### config.mk
export PLATFORM = sky130hd
export DESIGN_NAME = cascaded_angle_speed_pid
export DESIGN_NICKNAME = d
export VERILOG_FILES = /design/src/design/caspid_pkg.sv /design/src/design/caspid_csr.sv /design/src/design/caspid_dp.sv /design/src/design/caspid_seq.sv /design/src/design/cascaded_angle_speed_pid.sv
export SDC_FILE = /design/constraint.sdc
export NUM_CORES = 2
export LEC_CHECK = 0
export BUFFER_PORTS_ARGS = -buffer_cell sky130_fd_sc_hd__buf_4
export CAP_MARGIN = 30
export CORE_AREA = 5 5 404 406
export DETAILED_ROUTE_END_ITERATION = 10
export DIE_AREA = 0 0 409 411
export GPL_ROUTABILITY_DRIVEN = 0
export SLEW_MARGIN = 20
export SYNTH_ARGS = -nofsm -noshare
export SYNTH_HDL_FRONTEND = slang
export SYNTH_SLANG_ARGS = --single-unit
### constraint.sdc
create_clock -name clock -period 11.9 [get_ports clock]
set_input_delay 3.57 -clock clock [delete_from_list [all_inputs] [get_ports clock]]
set_output_delay 3.57 -clock clock [all_outputs]
set_load 0.05 [all_outputs]
### src/design/caspid_pkg.sv
// Shared types, constants and the control-store program of the cascaded angle/speed PID.
// Used by every module of the block. It has no dependencies of its own.
package caspid_pkg;

   // Fixed-point formats and state widths.
   localparam int ERR_W   = 18;   // signed error and error difference
   localparam int INT_W   = 32;   // signed integral sums
   localparam int GAIN_W  = 16;   // unsigned Q8.8 gains
   localparam int LIM_W   = 15;   // unsigned output clamps
   localparam int PROD_W  = INT_W + GAIN_W + 1;
   localparam int ACC_W   = 50;
   localparam int PC_W    = 4;

   localparam int ANGLE_INT_LIMIT = 65536;
   localparam int SPEED_INT_LIMIT = 16384;
   localparam int PI_Q12          = 12868;

   // Rounding shifts of the two stages.
   localparam int ANGLE_SHIFT = 20;
   localparam int SPEED_SHIFT = 8;

   // Register indexes of the configuration port.
   localparam int CSR_IDX_W = 4;
   localparam logic [CSR_IDX_W-1:0] CSR_ANGLE_KP      = 4'd0;
   localparam logic [CSR_IDX_W-1:0] CSR_ANGLE_KI      = 4'd1;
   localparam logic [CSR_IDX_W-1:0] CSR_ANGLE_KD      = 4'd2;
   localparam logic [CSR_IDX_W-1:0] CSR_ANGLE_OUT_MAX = 4'd3;
   localparam logic [CSR_IDX_W-1:0] CSR_SPEED_KP      = 4'd4;
   localparam logic [CSR_IDX_W-1:0] CSR_SPEED_KI      = 4'd5;
   localparam logic [CSR_IDX_W-1:0] CSR_SPEED_KD      = 4'd6;
   localparam logic [CSR_IDX_W-1:0] CSR_SPEED_OUT_MAX = 4'd7;

   // Program addresses named by the sequencer.
   localparam logic [PC_W-1:0] PC_SPEED = 4'd8;
   localparam logic [PC_W-1:0] PC_LAST  = 4'd14;

   typedef struct packed {
      logic               mode;
      logic signed [15:0] target;
      logic signed [15:0] measured_angle;
      logic signed [15:0] measured_rpm;
   } req_type;

   typedef struct packed {
      logic signed [15:0] drive_command;
      logic signed [15:0] target_speed;
   } rsp_type;

   typedef struct packed {
      logic [GAIN_W-1:0] angle_kp;
      logic [GAIN_W-1:0] angle_ki;
      logic [GAIN_W-1:0] angle_kd;
      logic [LIM_W-1:0]  angle_out_max;
      logic [GAIN_W-1:0] speed_kp;
      logic [GAIN_W-1:0] speed_ki;
      logic [GAIN_W-1:0] speed_kd;
      logic [LIM_W-1:0]  speed_out_max;
   } cfg_type;

   typedef enum logic [2:0] {
      ALU_NOP,
      ALU_A_ERR,
      ALU_A_WRAP,
      ALU_A_UPD,
      ALU_A_OUT,
      ALU_S_ERR,
      ALU_S_UPD,
      ALU_S_INT
   } alu_op_type;

   typedef enum logic [2:0] {
      ACC_HOLD,
      ACC_LOAD,
      ACC_ADD,
      ACC_LOAD_RND,
      ACC_ADD_SINT
   } acc_op_type;

   typedef enum logic [1:0] {
      OP_ERR,
      OP_DIF,
      OP_AINT
   } opnd_type;

   typedef enum logic [2:0] {
      G_A_KP,
      G_A_KI,
      G_A_KD,
      G_S_KP,
      G_S_KI,
      G_S_KD
   } gain_type;

   typedef enum logic {
      ST_IDLE,
      ST_RUN
   } seq_state_type;

   typedef struct packed {
      alu_op_type       alu;
      acc_op_type       acc;
      logic             mul_en;
      opnd_type         opnd;
      gain_type         gain;
      logic             br_speed;
      logic [PC_W-1:0]  br_target;
      logic             last;
   } ctrl_word_type;

   typedef struct packed {
      logic          load;
      logic          step_en;
      ctrl_word_type word;
   } dp_ctrl_type;

   // Control store: one word per step.
   function automatic ctrl_word_type ucode_rom(input logic [PC_W-1:0] pc);
      ctrl_word_type w;
      w = '0;
      case (pc)
         4'd0: begin
            w.br_speed  = 1'b1;
            w.br_target = PC_SPEED;
         end
         4'd1: w.alu = ALU_A_ERR;
         4'd2: w.alu = ALU_A_WRAP;
         4'd3: begin
            w.alu = ALU_A_UPD;  w.mul_en = 1'b1; w.opnd = OP_ERR;  w.gain = G_A_KP;
         end
         4'd4: begin
            w.acc = ACC_LOAD;   w.mul_en = 1'b1; w.opnd = OP_DIF;  w.gain = G_A_KD;
         end
         4'd5: begin
            w.acc = ACC_ADD;    w.mul_en = 1'b1; w.opnd = OP_AINT; w.gain = G_A_KI;
         end
         4'd6: w.acc = ACC_ADD;
         4'd7: w.alu = ALU_A_OUT;
         4'd8: w.alu = ALU_S_ERR;
         4'd9: begin
            w.alu = ALU_S_UPD;  w.mul_en = 1'b1; w.opnd = OP_ERR;  w.gain = G_S_KI;
         end
         4'd10: begin
            w.acc = ACC_LOAD_RND; w.mul_en = 1'b1; w.opnd = OP_ERR; w.gain = G_S_KP;
         end
         4'd11: begin
            w.alu = ALU_S_INT;  w.acc = ACC_LOAD;
            w.mul_en = 1'b1;    w.opnd = OP_DIF; w.gain = G_S_KD;
         end
         4'd12: w.acc = ACC_ADD;
         4'd13: w.acc = ACC_ADD_SINT;
         4'd14: w.last = 1'b1;
         default: w.last = 1'b1;
      endcase
      return w;
   endfunction

   // Symmetric clamp of a wide value to +-lim, returned as a 16-bit result.
   function automatic logic signed [15:0] clamp_out(input logic signed [ACC_W-1:0] v,
                                                   input logic [LIM_W-1:0] lim);
      logic signed [ACC_W-1:0] pos;
      logic signed [ACC_W-1:0] neg;
      logic signed [15:0]      r;
      pos = signed'(ACC_W'(lim));
      neg = -pos;
      if (v > pos) begin
         r = pos[15:0];
      end else if (v < neg) begin
         r = neg[15:0];
      end else begin
         r = v[15:0];
      end
      return r;
   endfunction

   // floor((v + 2^(sh-1)) / 2^sh)
   function automatic logic signed [ACC_W-1:0] round_shift(input logic signed [ACC_W-1:0] v,
                                                          input int sh);
      logic signed [ACC_W-1:0] w;
      w = v + signed'(ACC_W'(1) << (sh - 1));
      return w >>> sh;
   endfunction

endpackage

### src/design/caspid_csr.sv
// Configuration registers of the cascaded angle/speed PID: gains and output clamps.
// Depends on caspid_pkg for the register indexes and the cfg_type bundle.
module caspid_csr (
   input  logic                               clock,
   input  logic                               reset,
   input  logic                               csr_valid,
   output logic                               csr_ready,
   input  logic [caspid_pkg::CSR_IDX_W-1:0]   csr_index,
   input  logic [15:0]                        csr_wdata,
   output caspid_pkg::cfg_type                cfg
);
   import caspid_pkg::*;

   cfg_type cfg_ff;
   cfg_type cfg_in;
   logic    wr_en;

   assign csr_ready = 1'b1;
   assign wr_en     = csr_valid && csr_ready;
   assign cfg       = cfg_ff;

   always_comb begin
      cfg_in = cfg_ff;
      if (wr_en) begin
         case (csr_index)
            CSR_ANGLE_KP:      cfg_in.angle_kp      = csr_wdata;
            CSR_ANGLE_KI:      cfg_in.angle_ki      = csr_wdata;
            CSR_ANGLE_KD:      cfg_in.angle_kd      = csr_wdata;
            CSR_ANGLE_OUT_MAX: cfg_in.angle_out_max = csr_wdata[LIM_W-1:0];
            CSR_SPEED_KP:      cfg_in.speed_kp      = csr_wdata;
            CSR_SPEED_KI:      cfg_in.speed_ki      = csr_wdata;
            CSR_SPEED_KD:      cfg_in.speed_kd      = csr_wdata;
            CSR_SPEED_OUT_MAX: cfg_in.speed_out_max = csr_wdata[LIM_W-1:0];
            default:           cfg_in = cfg_ff;   // drop writes past the list
         endcase
      end
   end

   always_ff @(posedge clock) begin
      if (reset) begin
         cfg_ff <= '0;
      end else begin
         cfg_ff <= cfg_in;
      end
   end

endmodule

### src/design/caspid_dp.sv
// Datapath of the cascaded angle/speed PID: error registers, loop state, one shared
// registered multiplier and an accumulator, steered by control words. Uses caspid_pkg.
module caspid_dp (
   input  logic                      clock,
   input  logic                      reset,
   input  caspid_pkg::dp_ctrl_type   ctrl,
   input  caspid_pkg::req_type       req_data,
   input  caspid_pkg::cfg_type       cfg,
   output caspid_pkg::rsp_type       result
);
   import caspid_pkg::*;

   localparam logic signed [ERR_W-1:0]   PI_E      = ERR_W'(PI_Q12);
   localparam logic signed [ERR_W-1:0]   TWO_PI_E  = ERR_W'(2 * PI_Q12);
   localparam logic signed [INT_W:0]     A_LIM     = (INT_W + 1)'(ANGLE_INT_LIMIT);
   localparam logic signed [ACC_W-1:0]   S_LIM     = ACC_W'(SPEED_INT_LIMIT);

   // Item operands, loaded when a word is accepted.
   logic signed [15:0]        target_ff, meas_ff, rpm_ff;
   logic signed [15:0]        tspd_ff, tspd_in;
   // Working registers.
   logic signed [ERR_W-1:0]   err_ff, err_in;
   logic signed [ERR_W-1:0]   dif_ff, dif_in;
   logic signed [PROD_W-1:0]  prod_ff, prod_in;
   logic signed [ACC_W-1:0]   acc_ff, acc_in;
   // Loop state.
   logic signed [ERR_W-1:0]   a_last_ff, a_last_in;
   logic signed [INT_W-1:0]   a_int_ff, a_int_in;
   logic signed [ERR_W-1:0]   s_last_ff, s_last_in;
   logic signed [INT_W-1:0]   s_int_ff, s_int_in;

   logic signed [INT_W-1:0]   opnd;
   logic [GAIN_W-1:0]         gain;
   logic signed [GAIN_W:0]    gain_s;
   logic signed [INT_W:0]     a_sum;
   logic signed [ACC_W-1:0]   s_sum;
   logic signed [ACC_W-1:0]   prod_x;
   ctrl_word_type             w;

   assign w      = ctrl.word;
   assign prod_x = ACC_W'(prod_ff);
   assign a_sum  = (INT_W + 1)'(a_int_ff) + (INT_W + 1)'(err_ff);
   assign s_sum  = ACC_W'(s_int_ff) + acc_ff;

   // Multiplier operand selection.
   always_comb begin
      case (w.opnd)
         OP_ERR:  opnd = INT_W'(err_ff);
         OP_DIF:  opnd = INT_W'(dif_ff);
         OP_AINT: opnd = a_int_ff;
         default: opnd = INT_W'(err_ff);
      endcase
      case (w.gain)
         G_A_KP:  gain = cfg.angle_kp;
         G_A_KI:  gain = cfg.angle_ki;
         G_A_KD:  gain = cfg.angle_kd;
         G_S_KP:  gain = cfg.speed_kp;
         G_S_KI:  gain = cfg.speed_ki;
         G_S_KD:  gain = cfg.speed_kd;
         default: gain = cfg.angle_kp;
      endcase
      gain_s  = signed'({1'b0, gain});
      prod_in = prod_ff;
      if (ctrl.step_en && w.mul_en) begin
         prod_in = opnd * gain_s;
      end
   end

   // Accumulator.
   always_comb begin
      acc_in = acc_ff;
      if (ctrl.step_en) begin
         case (w.acc)
            ACC_HOLD:     acc_in = acc_ff;
            ACC_LOAD:     acc_in = prod_x;
            ACC_ADD:      acc_in = acc_ff + prod_x;
            ACC_LOAD_RND: acc_in = round_shift(prod_x, SPEED_SHIFT);
            ACC_ADD_SINT: acc_in = acc_ff + (ACC_W'(s_int_ff) <<< SPEED_SHIFT);
            default:      acc_in = acc_ff;
         endcase
      end
   end

   // Error, state and target speed updates.
   always_comb begin
      err_in    = err_ff;
      dif_in    = dif_ff;
      tspd_in   = tspd_ff;
      a_last_in = a_last_ff;
      a_int_in  = a_int_ff;
      s_last_in = s_last_ff;
      s_int_in  = s_int_ff;
      if (ctrl.load) begin
         tspd_in = req_data.target;   // speed mode uses the target as it is
      end else if (ctrl.step_en) begin
         case (w.alu)
            ALU_NOP: ;
            ALU_A_ERR: err_in = ERR_W'(target_ff) - ERR_W'(meas_ff);
            ALU_A_WRAP: begin
               if (err_ff > PI_E) begin
                  err_in = err_ff - TWO_PI_E;
               end else if (err_ff < -PI_E) begin
                  err_in = err_ff + TWO_PI_E;
               end
            end
            ALU_A_UPD: begin
               dif_in    = err_ff - a_last_ff;
               a_last_in = err_ff;
               if (a_sum > A_LIM) begin
                  a_int_in = INT_W'(A_LIM);
               end else if (a_sum < -A_LIM) begin
                  a_int_in = INT_W'(-A_LIM);
               end else begin
                  a_int_in = a_sum[INT_W-1:0];
               end
            end
            ALU_A_OUT: tspd_in = clamp_out(round_shift(acc_ff, ANGLE_SHIFT),
                                           cfg.angle_out_max);
            ALU_S_ERR: err_in = ERR_W'(tspd_ff) - ERR_W'(rpm_ff);
            ALU_S_UPD: begin
               dif_in    = err_ff - s_last_ff;
               s_last_in = err_ff;
            end
            ALU_S_INT: begin
               if (s_sum > S_LIM) begin
                  s_int_in = INT_W'(S_LIM);
               end else if (s_sum < -S_LIM) begin
                  s_int_in = INT_W'(-S_LIM);
               end else begin
                  s_int_in = s_sum[INT_W-1:0];
               end
            end
            default: ;
         endcase
      end
   end

   assign result.drive_command = clamp_out(round_shift(acc_ff, SPEED_SHIFT),
                                           cfg.speed_out_max);
   assign result.target_speed  = tspd_ff;

   always_ff @(posedge clock) begin
      if (ctrl.load) begin
         target_ff <= req_data.target;
         meas_ff   <= req_data.measured_angle;
         rpm_ff    <= req_data.measured_rpm;
      end
      tspd_ff <= tspd_in;
      err_ff  <= err_in;
      dif_ff  <= dif_in;
      prod_ff <= prod_in;
      acc_ff  <= acc_in;
   end

   always_ff @(posedge clock) begin
      if (reset) begin
         a_last_ff <= '0;
         a_int_ff  <= '0;
         s_last_ff <= '0;
         s_int_ff  <= '0;
      end else begin
         a_last_ff <= a_last_in;
         a_int_ff  <= a_int_in;
         s_last_ff <= s_last_in;
         s_int_ff  <= s_int_in;
      end
   end

endmodule

### src/design/caspid_seq.sv
// Sequencer of the cascaded angle/speed PID: step counter over the control store,
// mode branch, input handshake and the result register. Uses caspid_pkg.
module caspid_seq (
   input  logic                      clock,
   input  logic                      reset,
   input  logic                      req_valid,
   output logic                      req_stall,
   input  logic                      req_mode,
   output logic                      rsp_valid,
   input  logic                      rsp_stall,
   output caspid_pkg::rsp_type       rsp_data,
   input  caspid_pkg::rsp_type       dp_result,
   output caspid_pkg::dp_ctrl_type   dp_ctrl
);
   import caspid_pkg::*;

   seq_state_type   state_ff, state_in;
   logic [PC_W-1:0] pc_ff, pc_in;
   logic            mode_ff, mode_in;
   logic            rsp_valid_ff, rsp_valid_in;
   rsp_type         rsp_data_ff;
   ctrl_word_type   word;
   logic            accept;
   logic            out_free;
   logic            finish;
   logic            step_en;

   assign word     = ucode_rom(pc_ff);
   assign out_free = !rsp_valid_ff || !rsp_stall;

   // Outputs of the control state machine.
   always_comb begin
      req_stall = 1'b1;
      step_en   = 1'b0;
      finish    = 1'b0;
      case (state_ff)
         ST_IDLE: req_stall = 1'b0;
         ST_RUN: begin
            // hold on the last step until the result register frees up
            finish  = word.last && out_free;
            step_en = !word.last || out_free;
         end
         default: req_stall = 1'b1;
      endcase
   end

   assign accept = req_valid && !req_stall;

   // Next state, step counter and mode.
   always_comb begin
      state_in = state_ff;
      pc_in    = pc_ff;
      mode_in  = mode_ff;
      case (state_ff)
         ST_IDLE: begin
            pc_in = '0;
            if (accept) begin
               state_in = ST_RUN;
               mode_in  = req_mode;
            end
         end
         ST_RUN: begin
            if (finish) begin
               state_in = ST_IDLE;
               pc_in    = '0;
            end else if (step_en) begin
               if (word.br_speed && mode_ff) begin
                  pc_in = word.br_target;
               end else begin
                  pc_in = pc_ff + 1'b1;
               end
            end
         end
         default: begin
            state_in = ST_IDLE;
            pc_in    = '0;
         end
      endcase
   end

   assign rsp_valid_in = finish || (rsp_valid_ff && rsp_stall);

   assign dp_ctrl.load    = accept;
   assign dp_ctrl.step_en = step_en;
   assign dp_ctrl.word    = word;

   assign rsp_valid = rsp_valid_ff;
   assign rsp_data  = rsp_data_ff;

   always_ff @(posedge clock) begin
      if (reset) begin
         state_ff     <= ST_IDLE;
         pc_ff        <= '0;
         mode_ff      <= 1'b0;
         rsp_valid_ff <= 1'b0;
      end else begin
         state_ff     <= state_in;
         pc_ff        <= pc_in;
         mode_ff      <= mode_in;
         rsp_valid_ff <= rsp_valid_in;
      end
   end

   always_ff @(posedge clock) begin
      if (finish) begin
         rsp_data_ff <= dp_result;
      end
   end

`ifndef SYNTHESIS
   a_accept_starts: assert property (@(posedge clock) disable iff (reset)
      accept |=> (state_ff == ST_RUN) && (pc_ff == '0))
      else $error("accepted word did not start the program at step zero");

   a_pc_in_program: assert property (@(posedge clock) disable iff (reset)
      (state_ff == ST_RUN) |-> (pc_ff <= PC_LAST))
      else $error("step counter ran past the end of the program");

   a_result_kept: assert property (@(posedge clock) disable iff (reset)
      (rsp_valid_ff && rsp_stall) |=> rsp_valid_ff && $stable(rsp_data_ff))
      else $error("pending result lost or overwritten");

   a_idle_no_step: assert property (@(posedge clock) disable iff (reset)
      (state_ff == ST_IDLE) |-> !step_en && !finish)
      else $error("datapath stepped while idle");
`endif

endmodule

### src/design/cascaded_angle_speed_pid.sv
// Cascaded angle/speed PID controller, top level.
// Usage:
//   req_*  : one word per control tick (mode, target, measured angle, measured rpm).
//            A word is taken at a clock edge with req_valid high and req_stall low.
//   rsp_*  : one word per tick (drive command, target speed), taken at an edge
//            with rsp_valid high and rsp_stall low.
//   csr_*  : register writes (index, data); csr_ready is always high. Write only
//            while no tick is in flight.
// Timing: a control store of 15 steps drives one shared 32x17 multiplier and an
//   accumulator. Angle cascade mode runs every step; speed-only mode branches from
//   the first step past the angle steps. req_stall stays high while a tick runs and
//   drops the cycle after its result is written, so a new word is taken only once
//   the tick before it has finished.
// Stall: a result waits in the output register; the next tick runs meanwhile and
//   holds on its last step until that register is free.
// Reset (synchronous): clears the gains, clamps, loop state and any pending result.
// Depends on caspid_pkg, caspid_csr, caspid_seq and caspid_dp.
module cascaded_angle_speed_pid (
   input  logic                              clock,
   input  logic                              reset,
   input  logic                              req_valid,
   output logic                              req_stall,
   input  caspid_pkg::req_type               req_data,
   output logic                              rsp_valid,
   input  logic                              rsp_stall,
   output caspid_pkg::rsp_type               rsp_data,
   input  logic                              csr_valid,
   output logic                              csr_ready,
   input  logic [caspid_pkg::CSR_IDX_W-1:0]  csr_index,
   input  logic [15:0]                       csr_wdata
);
   import caspid_pkg::*;

   cfg_type     cfg;
   dp_ctrl_type dp_ctrl;
   rsp_type     dp_result;

   caspid_csr u_csr (
      .clock     (clock),
      .reset     (reset),
      .csr_valid (csr_valid),
      .csr_ready (csr_ready),
      .csr_index (csr_index),
      .csr_wdata (csr_wdata),
      .cfg       (cfg)
   );

   caspid_seq u_seq (
      .clock     (clock),
      .reset     (reset),
      .req_valid (req_valid),
      .req_stall (req_stall),
      .req_mode  (req_data.mode),
      .rsp_valid (rsp_valid),
      .rsp_stall (rsp_stall),
      .rsp_data  (rsp_data),
      .dp_result (dp_result),
      .dp_ctrl   (dp_ctrl)
   );

   caspid_dp u_dp (
      .clock    (clock),
      .reset    (reset),
      .ctrl     (dp_ctrl),
      .req_data (req_data),
      .cfg      (cfg),
      .result   (dp_result)
   );

endmodule
After elaboration in Yosys (flattened, before gate mapping)
Cells that the tools add are included.

Add/sub/neg operators: 16. Multiply operators: 1. Magnitude comparators: 10. Equality and inequality tests: 40. Muxes and demuxes: 33. Bitwise gates (word level): 2. Reductions and logical operators: 36.

Operators with widths (count): one-hot mux 50 bit (4 select lines) (1); two-way mux 32 bit (4); negator 15 -> 50 bit (2); two-way mux 16 bit (6); one-hot mux 16 bit (5 select lines) (1); one-hot mux 32 bit (2 select lines) (1); one-hot mux 18 bit (3 select lines) (1); adder 32 x 50 -> 50 bit (1); adder 49 x 9 -> 50 bit (second input constant) (1); adder 50 x 21 -> 50 bit (second input constant) (1); adder 50 x 40 -> 50 bit (1); adder 50 x 49 -> 50 bit (1); adder 50 x 9 -> 50 bit (second input constant) (1); greater-than comparator 50 x 16 -> 1 bit (second input constant) (1); < comparator 30 x 50 -> 1 bit (1); < comparator 42 x 50 -> 1 bit (1); < comparator 50 x 15 -> 1 bit (second input constant) (1); multiplier 32 x 17 -> 49 bit (1); greater-than comparator 42 x 16 -> 1 bit (1); two-way mux 18 bit (2); one-hot mux 18 bit (2 select lines) (1); one-hot mux 6 bit (6 select lines) (1); subtractor 18 bit (2); subtractor 16 x 16 -> 17 bit (2); 42 further kinds (102).

Bits in registers: 464. Bits of input ports: 74. Output and inout port bits: 35.

Logic depth before layout (Yosys ltp)
Depth in word-level cells: 7. Depth in mapped cells: 36. Mapped depth without buffers: 33.

Cells and area by module
Synthesis repeated with hierarchy kept, for this count alone.

Cells, all modules: 6291. Area total of the unflattened synthesis: 54618.6 sq um.

By module, submodules not included: caspid_dp (times used 1, cells each 5717, area each 47967.3 sq um, sequential area each 7977.7 sq um); caspid_csr (times used 1, cells each 450, area each 5028.6 sq um, sequential area each 2522.4 sq um); caspid_seq (times used 1, cells each 124, area each 1622.8 sq um, sequential area each 1101.1 sq um).

Worst setup path before layout
OpenSTA, ideal clock, no wires.

Kind: flip-flop to flip-flop. Start point: register u_seq.pc_ff[0]. End point: register u_dp.prod_ff[46] (data pin). Setup time: 0.288 ns. Arrival: 8.115 ns. Data required time: 11.612 ns. Slack: 3.497 ns. Cell stages (with the launch flop): 35. Buffers on the path: 4. Path through: dfxtp_1 inv_1 ha_1 clkbuf_1 a22o_1 ha_1 clkbuf_1 clkbuf_1 clkbuf_1 nand2_1 o21ai_1 nand2_1 fa_1 inv_1 fa_1 inv_1 fa_1 inv_1 fa_1 fa_1 inv_1 fa_1 inv_1 ha_1 a21o_1 a21o_1 a21oi_1 nand3_1 a211oi_1 o21ai_0 nand4_1 o21ai_0 a21oi_1 o21a_1 o311ai_0.

Longest elaborated chain between the ends: 5. Elaborated cells on any way between the ends: 17. Those cells by class: mul (1); eq/ne (13); mux (3).

RTL lines: start: declaration (RTL line caspid_seq.sv:18) `logic [PC_W-1:0] pc_ff, pc_in;`; start signal: assignment (RTL line caspid_seq.sv:98) `pc_ff <= pc_in;`; equality test 4 bit, or another cell as far along (RTL line caspid_pkg.sv:120) `case (pc)`; one-hot mux 6 bit (6 select lines) * (RTL line caspid_pkg.sv:120); equality test 3 bit, or another cell as far along (RTL line caspid_dp.sv:53) `case (w.gain)`; one-hot mux 16 bit (5 select lines) or one-hot mux 32 bit (2 select lines) (tied branches) (RTL line caspid_dp.sv:53, caspid_dp.sv:47); multiplier 32 x 17 -> 49 bit * (RTL line caspid_dp.sv:65) `prod_in = opnd * gain_s;`; end signal: assignment (RTL line caspid_dp.sv:151) `prod_ff <= prod_in;`; end: declaration (RTL line caspid_dp.sv:24) `logic signed [PROD_W-1:0] prod_ff, prod_in;`.

Every way passes the cells marked *; elsewhere a longest branch is shown, timed or not. A chain may end at the register's enable or synchronous reset.

Worst setup path in the final report
Start point: register u_seq.pc_ff[2]. End point: register u_dp.prod_ff[46] (data pin).

The elaborated chain is that of the path after synthesis.

==> key figures <==
Status
  – Status: complete, no violations

Timing
  – Relative slew slack: a little under a third
  – Setup slack after layout: 1.98 ns
  – Setup_tns: 0 ns
  – Slew of the pin with the lowest slew margin: between 1 and 1.5 ns
  – Final critical-path share of the clock period: 83.3%
  – Worst hold slack: 0.456 ns
  – Hold Vio Cnt, Final: 0
  – Final setup vio count: 0
  – Slew Limit Fails: 0
  – RSZ-0062 raised after global routing: no
  – Clock skew: roughly 0.05 ns
  – Period minus WS final: just under 10 ns
  – Max Fclk: just over 100 MHz

Synthesis
  – Syn_area_per_cell: about 8.4 sq um
  – Post-synthesis sequential area ratio: approximately a fifth
  – Synth Flop Type: dfxtp_1
  – Top cells by area, synth: fa_1, edfxtp_1, ha_1, dfxtp_1, nand2_1
  – Synth area leader: fa_1
  – Async SR Flop Fraction: 0%
  – Post-synthesis instance total: around 6600
  – Syn Nets: roughly 7600
  – Yosys top cell area share: roughly 18%
  – Yosys reg bits: between 400 and 500
  – YS warnings: 0
  – Post-synth EDFFs: 231
  – Synth unique cells: 99
  – Post-synthesis cell area: between 50000 and 60000 sq um

Drt
  – Via count: slightly below 50000
  – Avg WL per Cell: approximately 21 um
  – Detailed-router iteration count before antenna repair: 7
  – Post-route DRC: 0
  – Via/cell ratio: 5.60
  – DRT Wirelength: ~180000 um
  – Detailed Route Iter0 Violations: 4752
  – Post-route ant nets: 0

Clocking
  – Clock buffer count from CTS: 55
  – Post-CTS Setup Bufs: 0
  – Clock transition at path regs: roughly 0.06 ns
  – Worst-skew pair later-pin latency: ~0.7 ns
  – Post-CTS Resized: 0
  – Clock root buffer: clkbuf_16
  – CTS Buffer Depth: 3
  – Hold_buf cts: 0
  – H-tree Lvls: 2
  – CTS Sinks: 464
  – CTS tree: built

Pwr
  – Power share of the clock group: about two fifths
  – Combinational share of power: 17.9%
  – Maximum VDD drop: roughly 0.00012 V
  – Switching portion of total power: approximately 30%
  – Sequential power share: 40.9%
  – Power per cell area: 70.1 nW/um^2
  – Internal power: between 2000 and 3000 uW
  – Leak Pwr: around 0.026 uW
  – Psw: 1250 uW

Worst setup path
  – Worst path slowest cell: a21oi_1
  – Setup CP Type: reg2reg
  – Setup crit end kind: register
  – CP peak stage delay: between 0.8 and 0.9 ns
  – R2R cell count: 26
  – Critical Path RT: 12.23 ns
  – Critical path arrival: 10.25 ns
  – Critical Path Fanout Max: 30
  – Most used cell, CP: fa_1
  – Type of origin of the critical path: register

Hold path
  – WHS Path Cells: 2
  – HP Class: reg2reg

Run
  – MaxCap Viol Count: 0

Floorplanning
  – CORE AREA: roughly 160000 sq um
  – Die Y: roughly 400 um
  – Placement Rows: about 150
  – Die X: between 400 and 500 um
  – # IOs: approximately 110
  – Initial core utilization: about a third
  – Die ar.: roughly 170000 sq um

Placement
  – Post-Place Worst Slack: slightly below 2 ns
  – PortBufs: 107
  – Area post-placement: 58500 sq um
  – Hpwl dp: 143000 um

Layout
  – Commonest cells after routing, fill and taps aside: nand2_1, inv_1, nor2_1
  – Most common cell after layout, fill and taps aside: nand2_1
  – Final nets: approximately 7600
  – Share of layout cells above drive strength 1: under 10%
  – Layout area overhead: 9.43%
  – Fin area: between 60000 and 70000 sq um
  – Fillers: between 15000 and 20000

Global route
  – Vias in the first global route: between 40000 and 50000
  – Largest net degree at the start of global routing: 169
  – Total congestion overflow: 0
  – First-pass GRT wire length: 280000 um
  – Initial antenna violation count: 0
  – Global Route Usage Sum: a little over a fifth
==> power by group through the flow <==
| stage | Clock (uW) | Combinational (uW) | Sequential, uW |
|---|---|---|---|
| global placement | 0 | 735 | 1770 |
| finish | 1750 | 761 | 1730 |
| floorplan | 0 | 517 | 1770 |
| CTS | 1780 | 755 | 1730 |
| global route | 1840 | 845 | 1740 |
| detailed placement | 0 | 748 | 1770 |
==> worst paths after layout <==
| kind | startpoint | end | slack [ns] |
|---|---|---|---|
| worst max-delay path | u_seq.pc_ff[2] | u_dp.prod_ff[46] | 1.98 |
| worst min-delay path | u_dp.s_last_ff[6] | u_dp.s_last_ff[6] | 0.46 |
| worst max register to register | u_seq.pc_ff[2] | u_dp.prod_ff[46] | 1.98 |
| worst min register to register | u_dp.s_last_ff[6] | u_dp.s_last_ff[6] | 0.46 |
==> worst max-delay path: cells and delay by family, from the launching register on <==
family	cells	cell delay (ns)
AO/OA/AOI/OAI	11	3.58
adder cells (fa/ha/maj)	8	4.16
buffers and inverters	3	0.19
flip-flops	1	0.77
AND/OR/NAND/NOR	4	0.88
==> Yosys cell counts (51+ instances only) <==
library cell / number
nand2_1: 824
inv_1: 770
nor2_1: 565
fa_1: 497
ha_1: 474
a21oi_1: 443
clkbuf_1: 248
xnor2_1: 235
dfxtp_1: 233
edfxtp_1: 231
o21ai_0: 196
a21o_1: 178
nor3_1: 132
nand3_1: 131
xor2_1: 113
mux2i_1: 107
o21a_1: 107
nand4_1: 88
and2_1: 65
and3_1: 56
nand2b_1: 55
a211oi_1: 51
==> registers in the layout, indices dropped and copies added (netlist names), 16 cells and up <==
register        flops
u_csr.cfg         126
u_dp.a_int_ff      32
u_dp.a_last_ff     18
u_dp.acc_ff        50
u_dp.dif_ff        18
u_dp.err_ff        18
u_dp.meas_ff       16
u_dp.prod_ff       49
u_dp.rpm_ff        16
u_dp.s_int_ff      32
u_dp.s_last_ff     18
u_dp.target_ff     16
u_dp.tspd_ff       16
u_seq.rsp_data     32
==> area by class of cell <==
type / count / area (sq um) / share of cell area (%)
repair buffers: 219 / 1710 / 2.82
clock inverters: 33 / 369 / 0.610
well taps: 2086 / 2610 / 4.32
inverters: 771 / 2890 / 4.79
flip-flops and latches: 464 / 11600 / 19.2
diodes: 1 / 2.50 / 0.00414
clock buffers: 70 / 1470 / 2.43
multi-input cells: 5048 / 39800 / 65.8
==> through the flow <==
step / total power [uW] / cells / util [%]
2_1_floorplan: 2290 / 6568 / -
3_3_place_gp: 2500 / 8568 / 36.6
3_5_place_dp: 2520 / 8577 / 36.7
4_1_cts: 4270 / 8680 / 37.9
5_1_grt: 4420 / 8691 / 37.9
6_report: 4240 / 8692 / 37.9
==> logic make-up (layout without fill, tap and decap cells) <==
family,Yosys count,in the layout,share of synthesized area (%)
other,1,2,0.00678
DFF,464,464,21.0
muxes,112,112,2.04
buffers and inverters,1056,1093,7.26
xor gates and xnor gates,348,348,5.51
AOI/OAI and AO/OA,1475,1475,17.7
and+or+nand+nor,2141,2141,17.8
adders and majority gates,971,971,28.7
==> layer usage <==
metal / wire length (um) / up-vias / share of wire, % / GRT usage (%)
met5: 0 / - / 0 / 0
met1: 75900 / 23800 / 42 / 27.9
met3: 13700 / 401 / 7.6 / 3.22
li1: - / 22600 / - / -
met4: 7580 / 0 / 4.2 / 7.74
met2: 83900 / 1876 / 46 / 34.5
Power figures use the tool's default switching activity.
